===== src/rtl/fsr_pkg.sv =====
// Shared constants and types for the stream find-and-replace block.
`default_nettype none

package fsr_pkg;

    localparam int BYTE_W          = 8;
    localparam int MAX_PATTERN     = 8;
    localparam int MAX_REPLACEMENT = 8;

    localparam int FILL_W = $clog2(MAX_PATTERN + 1);
    localparam int IDX_W  = (MAX_PATTERN > 1) ? $clog2(MAX_PATTERN) : 1;
    localparam int RLEN_W = $clog2(MAX_REPLACEMENT + 1);
    localparam int RIDX_W = (MAX_REPLACEMENT > 1) ? $clog2(MAX_REPLACEMENT) : 1;

    localparam int CFG_IDX_W  = 2;
    localparam int CFG_DATA_W = 64;
    localparam int LEN_REG_W  = 4;

    localparam logic [CFG_IDX_W-1:0] REG_PATTERN_BYTES      = 2'd0;
    localparam logic [CFG_IDX_W-1:0] REG_PATTERN_LENGTH     = 2'd1;
    localparam logic [CFG_IDX_W-1:0] REG_REPLACEMENT_BYTES  = 2'd2;
    localparam logic [CFG_IDX_W-1:0] REG_REPLACEMENT_LENGTH = 2'd3;

    // Control broadcast to every window cell.
    typedef struct packed {
        logic              shift;
        logic [BYTE_W-1:0] din;
    } fsr_cell_ctl_t;

endpackage

`default_nettype wire


===== src/rtl/fsr_cell.sv =====
// One window cell: holds a byte, compares it to its pattern byte, shifts toward cell zero.
`default_nettype none

module fsr_cell
    import fsr_pkg::*;
(
    input  wire logic              aclk,
    input  wire fsr_cell_ctl_t     ctl,
    input  wire logic              wr,
    input  wire logic [BYTE_W-1:0] pat_byte,
    input  wire logic [BYTE_W-1:0] nbr_byte,
    output logic      [BYTE_W-1:0] eff_byte,
    output logic                   eq
);

    logic [BYTE_W-1:0] data_reg;
    logic [BYTE_W-1:0] data_next;

    // Byte as seen this cycle, including a write landing here now.
    assign eff_byte = wr ? ctl.din : data_reg;
    assign eq       = (eff_byte == pat_byte);

    always_comb begin
        data_next = data_reg;
        if (ctl.shift) begin
            data_next = nbr_byte;
        end else if (wr) begin
            data_next = ctl.din;
        end
    end

    always_ff @(posedge aclk) begin
        data_reg <= data_next;
    end

endmodule

`default_nettype wire


===== src/rtl/stream_find_replace.sv =====
// Top level: streaming case-sensitive find-and-replace over a row of window cells.
//
// Input channel s_*: one text byte per item in s_tdata, s_tlast marks the final byte.
// Result channel m_*: one output byte per item in m_tdata; m_tuser[0] is set when the
// byte is a real character (clear on the empty end marker), m_tuser[1] marks the last
// result caused by one input item, m_tlast marks the final result of the whole text.
// Configuration: cfg_wr_en/cfg_addr/cfg_wdata write the search word, its length, the
// replacement word and its length; write only while no item is in flight. Writing the
// search length empties the window.
// Results are registered. A result made in the accepting cycle (pass-through, oldest
// window byte, empty end marker) shows on m_* in the cycle after the accept; the bytes of
// a replacement burst or of a flush come from ST_REPL or ST_FLUSH, entered after the accept.
// While in ST_REPL or ST_FLUSH, or while the output register is blocked, no new input
// item is taken.
// Reset (aresetn low, synchronous): registers return to search length 1, zeroed words,
// replacement length 0, empty window, no result pending.
// Receiver stall: the pending result holds on m_*, and s_tready stays low until it is
// taken; nothing is dropped.
`default_nettype none

module stream_find_replace
    import fsr_pkg::*;
(
    input  wire logic                  aclk,
    input  wire logic                  aresetn,
    input  wire logic                  s_tvalid,
    output logic                       s_tready,
    input  wire logic [7:0]            s_tdata,   // [7:0] text_byte
    input  wire logic                  s_tlast,   // final_byte
    output logic                       m_tvalid,
    input  wire logic                  m_tready,
    output logic      [7:0]            m_tdata,   // [7:0] out_byte
    output logic      [1:0]            m_tuser,   // [0] char_valid, [1] run_last
    output logic                       m_tlast,   // text_done
    input  wire logic                  cfg_wr_en,
    input  wire logic [CFG_IDX_W-1:0]  cfg_addr,
    input  wire logic [CFG_DATA_W-1:0] cfg_wdata
);

    typedef enum logic [1:0] {ST_IDLE, ST_REPL, ST_FLUSH} state_t;

    state_t                      state_reg, state_next;
    logic [CFG_DATA_W-1:0]       pat_bytes_reg, pat_bytes_next;
    logic [LEN_REG_W-1:0]        pat_len_reg, pat_len_next;
    logic [CFG_DATA_W-1:0]       rep_bytes_reg, rep_bytes_next;
    logic [LEN_REG_W-1:0]        rep_len_reg, rep_len_next;
    logic [FILL_W-1:0]           fill_reg, fill_next;
    logic [FILL_W-1:0]           left_reg, left_next;
    logic [RIDX_W-1:0]           ridx_reg, ridx_next;
    logic                        fin_reg, fin_next;
    logic                        m_valid_reg, m_valid_next;
    logic [BYTE_W-1:0]           m_data_reg, m_data_next;
    logic [1:0]                  m_user_reg, m_user_next;
    logic                        m_last_reg, m_last_next;

    logic [FILL_W-1:0]           plen;
    logic [RLEN_W-1:0]           rlen;
    logic [IDX_W-1:0]            wpos;
    logic [FILL_W-1:0]           fill_inc;
    logic                        full;
    logic                        match;
    logic                        out_free;
    logic                        accept;
    logic                        wr_en;
    fsr_cell_ctl_t               ctl;
    logic [MAX_PATTERN-1:0]      cell_wr;
    logic [MAX_PATTERN-1:0]      cell_eq;
    logic [MAX_PATTERN-1:0]      cell_mask;
    logic [BYTE_W-1:0]           cell_eff [MAX_PATTERN];

    logic                        em;
    logic [BYTE_W-1:0]           em_byte;
    logic                        em_cv;
    logic                        em_rl;
    logic                        em_done;

    assign plen = ({28'd0, pat_len_reg} > MAX_PATTERN) ? FILL_W'(MAX_PATTERN)
                                                        : FILL_W'(pat_len_reg);
    assign rlen = ({28'd0, rep_len_reg} > MAX_REPLACEMENT) ? RLEN_W'(MAX_REPLACEMENT)
                                                            : RLEN_W'(rep_len_reg);

    assign wpos     = (fill_reg >= plen) ? '0 : fill_reg[IDX_W-1:0];
    assign fill_inc = FILL_W'(wpos) + FILL_W'(1);
    assign full     = (fill_inc == plen);

    assign out_free = !m_valid_reg || m_tready;
    assign s_tready = (state_reg == ST_IDLE) && out_free;
    assign accept   = s_tvalid && s_tready;

    assign m_tvalid = m_valid_reg;
    assign m_tdata  = m_data_reg;
    assign m_tuser  = m_user_reg;
    assign m_tlast  = m_last_reg;

    genvar gi;
    generate
        for (gi = 0; gi < MAX_PATTERN; gi++) begin : g_cell
            logic [BYTE_W-1:0] nbr;
            if (gi == MAX_PATTERN - 1) begin : g_end
                assign nbr = '0;
            end else begin : g_mid
                assign nbr = cell_eff[gi+1];
            end
            assign cell_wr[gi]   = wr_en && (wpos == IDX_W'(gi));
            assign cell_mask[gi] = (FILL_W'(gi) < plen);

            fsr_cell u_cell (
                .aclk     (aclk),
                .ctl      (ctl),
                .wr       (cell_wr[gi]),
                .pat_byte (pat_bytes_reg[gi*BYTE_W +: BYTE_W]),
                .nbr_byte (nbr),
                .eff_byte (cell_eff[gi]),
                .eq       (cell_eq[gi])
            );
        end
    endgenerate

    assign match = &(cell_eq | ~cell_mask);

    always_comb begin
        state_next = state_reg;
        fill_next  = fill_reg;
        left_next  = left_reg;
        ridx_next  = ridx_reg;
        fin_next   = fin_reg;
        em         = 1'b0;
        em_byte    = '0;
        em_cv      = 1'b1;
        em_rl      = 1'b0;
        em_done    = 1'b0;
        wr_en      = 1'b0;
        ctl.shift  = 1'b0;
        ctl.din    = s_tdata;

        case (state_reg)
            ST_IDLE: begin
                if (accept) begin
                    if (plen == '0) begin
                        em        = 1'b1;
                        em_byte   = s_tdata;
                        em_rl     = 1'b1;
                        em_done   = s_tlast;
                        fill_next = '0;
                    end else begin
                        wr_en = 1'b1;
                        if (!full) begin
                            fill_next = fill_inc;
                            if (s_tlast) begin
                                state_next = ST_FLUSH;
                                left_next  = fill_inc;
                            end
                        end else if (match) begin
                            fill_next = '0;
                            if (rlen != '0) begin
                                state_next = ST_REPL;
                                ridx_next  = '0;
                                fin_next   = s_tlast;
                            end else if (s_tlast) begin
                                // empty end marker
                                em      = 1'b1;
                                em_cv   = 1'b0;
                                em_rl   = 1'b1;
                                em_done = 1'b1;
                            end
                        end else begin
                            em        = 1'b1;
                            em_byte   = cell_eff[0];
                            ctl.shift = 1'b1;
                            fill_next = plen - FILL_W'(1);
                            if (s_tlast && (plen > FILL_W'(1))) begin
                                state_next = ST_FLUSH;
                                left_next  = plen - FILL_W'(1);
                            end else begin
                                em_rl   = 1'b1;
                                em_done = s_tlast;
                                if (s_tlast) begin
                                    fill_next = '0;
                                end
                            end
                        end
                    end
                end
            end
            ST_FLUSH: begin
                if (out_free) begin
                    em        = 1'b1;
                    em_byte   = cell_eff[0];
                    ctl.shift = 1'b1;
                    left_next = left_reg - FILL_W'(1);
                    if (left_reg == FILL_W'(1)) begin
                        em_rl      = 1'b1;
                        em_done    = 1'b1;
                        fill_next  = '0;
                        state_next = ST_IDLE;
                    end
                end
            end
            ST_REPL: begin
                if (out_free) begin
                    em        = 1'b1;
                    em_byte   = rep_bytes_reg[ridx_reg*BYTE_W +: BYTE_W];
                    ridx_next = ridx_reg + RIDX_W'(1);
                    if ((RLEN_W'(ridx_reg) + RLEN_W'(1)) == rlen) begin
                        em_rl      = 1'b1;
                        em_done    = fin_reg;
                        state_next = ST_IDLE;
                    end
                end
            end
            default: begin
                state_next = ST_IDLE;
            end
        endcase

        if (cfg_wr_en && (cfg_addr == REG_PATTERN_LENGTH)) begin
            fill_next = '0;
        end
    end

    always_comb begin
        pat_bytes_next = pat_bytes_reg;
        pat_len_next   = pat_len_reg;
        rep_bytes_next = rep_bytes_reg;
        rep_len_next   = rep_len_reg;
        if (cfg_wr_en) begin
            case (cfg_addr)
                REG_PATTERN_BYTES:      pat_bytes_next = cfg_wdata;
                REG_PATTERN_LENGTH:     pat_len_next   = cfg_wdata[LEN_REG_W-1:0];
                REG_REPLACEMENT_BYTES:  rep_bytes_next = cfg_wdata;
                REG_REPLACEMENT_LENGTH: rep_len_next   = cfg_wdata[LEN_REG_W-1:0];
                default: begin
                end
            endcase
        end
    end

    always_comb begin
        m_valid_next = m_valid_reg && !m_tready;
        m_data_next  = m_data_reg;
        m_user_next  = m_user_reg;
        m_last_next  = m_last_reg;
        if (em) begin
            m_valid_next = 1'b1;
            m_data_next  = em_byte;
            m_user_next  = {em_rl, em_cv};
            m_last_next  = em_done;
        end
    end

    always_ff @(posedge aclk) begin
        if (!aresetn) begin
            state_reg     <= ST_IDLE;
            pat_bytes_reg <= '0;
            pat_len_reg   <= LEN_REG_W'(1);
            rep_bytes_reg <= '0;
            rep_len_reg   <= '0;
            fill_reg      <= '0;
            left_reg      <= '0;
            ridx_reg      <= '0;
            fin_reg       <= 1'b0;
            m_valid_reg   <= 1'b0;
        end else begin
            state_reg     <= state_next;
            pat_bytes_reg <= pat_bytes_next;
            pat_len_reg   <= pat_len_next;
            rep_bytes_reg <= rep_bytes_next;
            rep_len_reg   <= rep_len_next;
            fill_reg      <= fill_next;
            left_reg      <= left_next;
            ridx_reg      <= ridx_next;
            fin_reg       <= fin_next;
            m_valid_reg   <= m_valid_next;
        end
        m_data_reg <= m_data_next;
        m_user_reg <= m_user_next;
        m_last_reg <= m_last_next;
    end

endmodule

`default_nettype wire


===== config.mk =====
export PLATFORM = sky130hd
export DESIGN_NAME = stream_find_replace
export DESIGN_NICKNAME = d
export VERILOG_FILES = /design/src/rtl/fsr_pkg.sv /design/src/rtl/fsr_cell.sv /design/src/rtl/stream_find_replace.sv
export SDC_FILE = /design/constraint.sdc
export NUM_CORES = 1
export LEC_CHECK = 0
export BUFFER_PORTS_ARGS = -buffer_cell sky130_fd_sc_hd__buf_2
export CAP_MARGIN = 30
export CORE_MARGIN = 2
export CORE_UTILIZATION = 40
export CTS_BUF_LIST = sky130_fd_sc_hd__clkbuf_16
export CTS_CLUSTER_SIZE = 16
export DETAILED_ROUTE_END_ITERATION = 10
export PLACE_DENSITY_LB_ADDON = 0.08
export SYNTH_ARGS = -nofsm -noshare
export SYNTH_HDL_FRONTEND = slang
export SYNTH_SLANG_ARGS = --single-unit
export TNS_END_PERCENT = 1

===== constraint.sdc =====
create_clock -name aclk -period 5.7 [get_ports aclk]
set_clock_uncertainty 0.05 [all_clocks]
set_input_delay 0.57 -clock aclk [delete_from_list [all_inputs] [get_ports aclk]]
set_output_delay 0.57 -clock aclk [all_outputs]
set_load 0.05 [all_outputs]

---- Word-level counts from Yosys, hierarchy flattened ----
Index checks and enable logic that the tools add are counted.
storage, ports and cells
  flip-flop bits (word level) ............. 226
  output and inout bits ................... 13
operators by class
  add/subtract/negate cells ............... 5
  multiplexer cells ....................... 97
  reductions and logical operators ........ 36
  $lt $le $gt $ge ......................... 12
  bitwise logic cells ..................... 8
  equality and inequality tests ........... 37
  shifts and indexed selects .............. 1
operators with widths
  kind                                                    number
  2-to-1 mux 8 bit                                        21
  2-to-1 mux 4 bit                                        17
  == test 8 bit                                           8
  variable part select 64 x 7 -> 8 bit                    1
  2-to-1 mux 1 bit                                        32
  case mux 8 bit (3 select lines)                         1
  2-to-1 mux 2 bit                                        11
  2-to-1 mux 3 bit                                        7
  < comparator 3 x 4 -> 1 bit (first input constant)      4
  inequality test 2 bit (second input constant)           8
  case mux 4 bit (2 select lines)                         2
  AND reduction 7 bit                                     2
  logical AND 1 bit                                       13
  AND reduction 13 bit                                    1
  == test 3 bit (second input constant)                   4
  AND reduction 9 bit                                     1
  adder 3 x 1 -> 4 bit (second input constant)            2
  == test 4 bit                                           2
  greater-than comparator 4 bit (second input constant)   2
  < comparator 1 x 4 -> 1 bit (first input constant)      2
  < comparator 2 x 4 -> 1 bit (first input constant)      2
  inequality test 4 x 3 -> 1 bit (second input constant)  2
  NOT 8 bit                                               1
  OR 8 bit                                                1
  other kinds (29)                                        49

---- Logic depth before layout (Yosys ltp) ----
  word-level depth ........................ 17
  mapped depth ............................ 24
  mapped depth without buffers ............ 20

---- Hierarchy ----
A second synthesis with hierarchy kept.
second synthesis, totals
  cells, all modules ...................... 1,212
  area, all modules ....................... 11,443.5 um2
by module, submodules not included
  module               area each (um2)  sequential area each (um2)  instances  cells an instance
  stream_find_replace  7,609.8          3,353.2                     1          916
  fsr_cell             479.2            160.2                       8          37

---- Least setup slack after synthesis ----
No wires, ideal clock.
  kind .................................... register to register
  start point ............................. register pat_len_reg[3]
  end point ............................... register m_data_reg[0], in the netlist m_tdata[0], enable pin
  setup time .............................. 383 ps
  buffers on the path ..................... 2
  period minus slack after synthesis ...... 4,811 ps
  arrival ................................. 4,378 ps
  cell stages (with the launch flop) ...... 23
  setup slack ............................. 889 ps
  path through ............................ dfxtp_1 > clkbuf_1 > inv_1 > nand2_1 > inv_1 > ha_1 > nor3b_2 > or2_2 > nand3_1 > inv_1 > and2_1 > ha_1 > nand4_2 > buf_2 > mux2i_1 > xnor2_1 > nor4_1 > a31oi_1 > nor4_4 > nand3_2 > a211oi_1 > a211o_1 > a21oi_1
between the ends
  cells in the longest elaborated chain, start to end .. 16
  elaborated cells on any way between the ends .. 58
  classes of those cells .................. add/sub (1); order compare (10); eq/ne (16); mux (18); bitwise (2); reduce/logical (11)
RTL lines
  element                                                       line                        text
  from (decl)                                                   stream_find_replace.sv:44   logic [LEN_REG_W-1:0] pat_len_reg, pat_len_next;
  from (signal assigned)                                        stream_find_replace.sv:266  pat_len_reg <= pat_len_next;
  greater-than comparator 4 bit                                 stream_find_replace.sv:77   assign plen = ({28'd0, pat_len_reg} > MAX_PATTERN) ? FILL_W'(MAX_PATTERN)
  2-to-1 mux 4 bit *                                            stream_find_replace.sv:77
  branches (longest 11 deep; another with >= comparator 4 bit)  --
  2-to-1 mux 1 bit *                                            stream_find_replace.sv:139  if (plen == '0) begin
  2-to-1 mux 1 bit *                                            stream_find_replace.sv:138  if (accept) begin
  case mux 1 bit (2 select lines) *                             stream_find_replace.sv:136  case (state_reg)
  named net em                                                  stream_find_replace.sv:71   logic em;
  to (signal assigned)                                          stream_find_replace.sv:275  m_data_reg <= m_data_next;
  to (decl)                                                     stream_find_replace.sv:52   logic [BYTE_W-1:0] m_data_reg, m_data_next;
Mark *: on every way through the listed nets, which the timed path passes.
A chain may end at the register's enable or synchronous reset.

---- Final worst setup path ----
  start point ............................. register pat_len_reg[3]
  end point ............................... register g_cell[3].u_cell.data_reg[4]
between the ends
  cells in the longest elaborated chain, start to end .. 17
  elaborated cells on any way between the ends .. 59
  classes of those cells .................. add/sub (1); order compare (10); eq/ne (16); mux (19); bitwise (2); reduce/logical (11)
RTL lines
  element                                                       line                       text
  greater-than comparator 4 bit                                 stream_find_replace.sv:77
  2-to-1 mux 4 bit *                                            stream_find_replace.sv:77
  branches (longest 14 deep; another with >= comparator 4 bit)  --
  2-to-1 mux 8 bit *                                            fsr_cell.sv:25             if (ctl.shift) begin
  named net g_cell[3].u_cell.data_next[4]                       fsr_cell.sv:17             logic [BYTE_W-1:0] data_next;
  to (signal assigned)                                          fsr_cell.sv:33             data_reg <= data_next;
  to (decl)                                                     fsr_cell.sv:16             logic [BYTE_W-1:0] data_reg;
Marks and branches as above.

==> summary.md <==
| Metric | Value |
|---|---|
| Post-layout net count | `1595` |
| Sequential-to-total area share from yosys stat | `0.391` |
| Logic gate share of total power | `0.339` |
| Setup violators final | `0` |
| Delay-heaviest family, CP | `simple AND/OR/NAND/NOR gates` |
| RSZ-0062 raised after global routing | `no` |
| Placed cell area | `12700 um2` |
| Most frequent cells in the layout | `334 x nand2_1, 215 x dfxtp_1, 170 x a21oi_1` |
| Switch share | `0.373` |
| ANT nets after route | `0` |
| RePlAce Congestion | `between 0.8 and 0.9` |
| Critical-path top delay cell | `nor4_2` |
| DRC viols | `0` |
| CTS tree | `built` |
| Hold path cells | `3` |
| Root buf cell | `clkbuf_16` |
| Initial antenna violation count | `0` |
| H-tree levels | `1` |
| Clk sinks | `226` |
| Reg area | `around 4600 um2` |
| Vias in the first global route | `10263` |
| Finished Layout Cells | `1905` |
| Share of layout cells above drive strength 1 | `0.151` |
| Cell Pwr Density | `405 nW/um2` |
| Die footprint | `31000 um2` |
| # rows | `63` |
| Hold Vio Cnt, Final | `0` |
| All-Layer GR Usage | `0.260` |
| Synth Register Bits | `226` |
| Hold Buf Count CTS | `0` |
| Layout fillers | `just under 3000` |
| WP data arrival | `about 5.7 ns` |
| Post-synth cell types | `84` |
| Hold_sp | `cfg_wdata[62]` |
| Total core area | `29400 um2` |
| Final worst slack | `about 0.41 ns` |
| Crit Path Class | `reg2reg` |
| Pint | `0.00343 W` |
| Final Max Tran Viols | `0` |
| Sw Pwr | `just over 0.002 W` |
| Layout area overhead | `14.2%` |
| Tcrit/Tclk final | `0.929` |
| # placed instances | `1857` |
| Worst-Margin Slew | `between 0.9 and 1 ns` |
| Hold WC Path Type | `in2reg` |
| Number of flops mapped to enable cells by yosys | `11` |
| Max Root-Sink Buffers | `3` |
| Setup slack at placement | `0.0944 ns` |
| Top_reg_cell synth | `dfxtp_1` |
| VDD IR-drop max | `about 0.20 mV` |
| Post-route cell area | `13500 um2` |
| Crit-path cells | `inv_1, nand2_1, inv_1, ha_1, nor3b_2, or2_2, nand3_1, inv_1, and2_1, ha_1, nand4_4, mux2i_1, xnor2_1, nor4_2, a31oi_1, nor4_4, nand3_2, buf_4, and3_1, a221o_1, a221o_1` |
| Register-to-register path setup slack | `0.41 ns` |
| Grt total ovfl | `0` |
| Largest net degree at the start of global routing | `90` |
| YS warnings | `0` |
| Initial DRT Pass Iterations | `6` |
| R2R cell count | `21` |
| Synthesized instance count | `1435` |
| First-pass GRT wire length | `62500 um` |
| Max_cap viols | `0` |
| Drt initial violations | `approximately 1100` |
| CTS buffer count | `27` |
| Status | `completed` |
| Async set-or-reset flop fraction in the synthesized netlist | `0` |
| Setup TNS | `0 ns` |
| Crit start category | `flip-flop` |
| Syn_nets | `approximately 1500` |
| Worst reg2reg startpoint | `pat_len_reg[3]` |
| Number of top-level pins | `93` |
| CP max stage delay | `approximately 0.43 ns` |
| Cell area after synthesis | `around 12000 um2` |
| Die extent in x | `176 um` |
| Worst slew margin | `0.387` |
| CP endpoint kind | `flip-flop` |
| Port Buf Inserts | `a little over 90` |
| ANT cells | `0` |
| Clk pwr share | `0.278` |
| WL/cell | `21.4 um` |
| FMAX | `189 MHz` |
| Detailed placer's ending HPWL | `29800 um` |
| Clock-pin slew on the worst setup and hold paths | `0.06 ns` |
| Post-layout min period | `5.29 ns` |
| Hold endpoint | `pat_bytes_reg[62]` |
| Die Ht | `176 um` |
| CP bufs+invs | `4` |
| Critical path peak fanout | `9` |
| Initial Util | `0.403` |
| Via Count | `10958` |
| Worst skew pair latency | `0.54 ns` |
| Register share of total power | `0.383` |
| Vias per inst | `5.75` |
| Critical Path RT | `6.07 ns` |
| LEAKAGE | `5.21 nW` |
| Footprint of the multi-input gates | `6650 um2` |
| Most used cell, CP | `inv_1` |
| Final WL | `just over 40000 um` |
| Mean Syn Cell Area | `8.26 um2` |
| Most common cell after layout, fill and taps aside | `nand2_1` |
| Crit Reg-Reg Endpoint | `g_cell[3].u_cell.data_reg[4]` |
## power by group through the flow
stage	Combinational (W)	Clock, W	Sequential (W)
floorplan	0.00122	0	0.00217
global placement	0.00180	0	0.00213
finish	0.00186	0.00152	0.00209
detailed placement	0.00181	0	0.00212
global route	0.00203	0.00162	0.00212
CTS	0.00182	0.00156	0.00209
## tightest hold or removal path, stage by stage
cell and delay (ns):
buf_2 0.10, nand2_1 0.05, a21oi_1 0.05
## cell families after synthesis
group | after synthesis | share of synthesized area
simple gates | 541 | 0.204
xor+xnor | 62 | 0.0458
mux | 75 | 0.0797
flops | 226 | 0.391
fa+ha+maj | 18 | 0.0190
compound gates | 356 | 0.206
buf+inv | 157 | 0.0548
## through the flow
stage	hold WS (ns)	power, W	utilization
finish	0.229	0.00548	0.460
CTS	0.217	0.00546	0.457
floorplan	0.379	0.00340	-
detailed placement	0.395	0.00393	0.431
global placement	0.389	0.00393	0.431
global route	0.226	0.00577	0.460
## worst max-delay path by stage
| stage | startpoint | endpoint | slack [ns] | cells after the start |
|---|---|---|---|---|
| floorplan | pat_len_reg[3] | m_tdata[0] | 0.89 | 22 |
| global placement | pat_len_reg[3] | g_cell[6].u_cell.data_reg[7] | 0.25 | 20 |
| finish | pat_len_reg[3] | g_cell[3].u_cell.data_reg[4] | 0.41 | 21 |
| CTS | pat_len_reg[3] | g_cell[6].u_cell.data_reg[7] | 0.07 | 20 |
| global route | pat_len_reg[2] | g_cell[3].u_cell.data_reg[4] | 0.04 | 20 |
| detailed placement | pat_len_reg[3] | g_cell[6].u_cell.data_reg[6] | 0.09 | 20 |
## final cells by class
type	count	area share
tap	390	0.0361
sequential	226	0.343
multi-input combinational	1052	0.491
clock buffer	27	0.0499
inverter	61	0.0171
clock inverter	20	0.00610
timing repair buffer	129	0.0570
## layer usage
metal	share of wire	vias up	wire, um	global-route usage
li1	-	5212	-	-
met1	0.47	5292	19000	0.381
met2	0.44	387	18100	0.400
met3	0.062	67	2510	0.0314
met4	0.027	0	1100	0.0744
met5	0	-	0	0
## timing repair
action / CTS / global route
resized for setup: 0 / 10
setup endpoints to repair: 0 / 83
setup buffers: 0 / 0
hold endpoints to repair: 0 / 0
## synthesized netlist by cell type, types with 8 or more instances
master / count / area, um2
nor3b_1: 9 / 67.6
mux4_2: 14 / 315
inv_1: 59 / 221
and3_1: 16 / 100
o22ai_1: 16 / 100
a21oi_1: 170 / 851
a221o_1: 33 / 330
nor2_1: 76 / 285
dfxtp_1: 215 / 4300
o211ai_1: 8 / 60.1
ha_1: 18 / 225
buf_2: 9 / 45.0
edfxtp_1: 11 / 330
nand4_1: 13 / 81.3
nand2_1: 334 / 1250
xor2_1: 25 / 219
mux2i_1: 50 / 500
o21ai_0: 29 / 145
a222oi_1: 10 / 100
o221ai_1: 10 / 87.6
nor3_1: 24 / 120
mux2_2: 9 / 101
clkbuf_1: 74 / 278
a221oi_1: 15 / 131
nand3_1: 21 / 105
xnor2_1: 37 / 324
(Power assumes the default switching activity.)
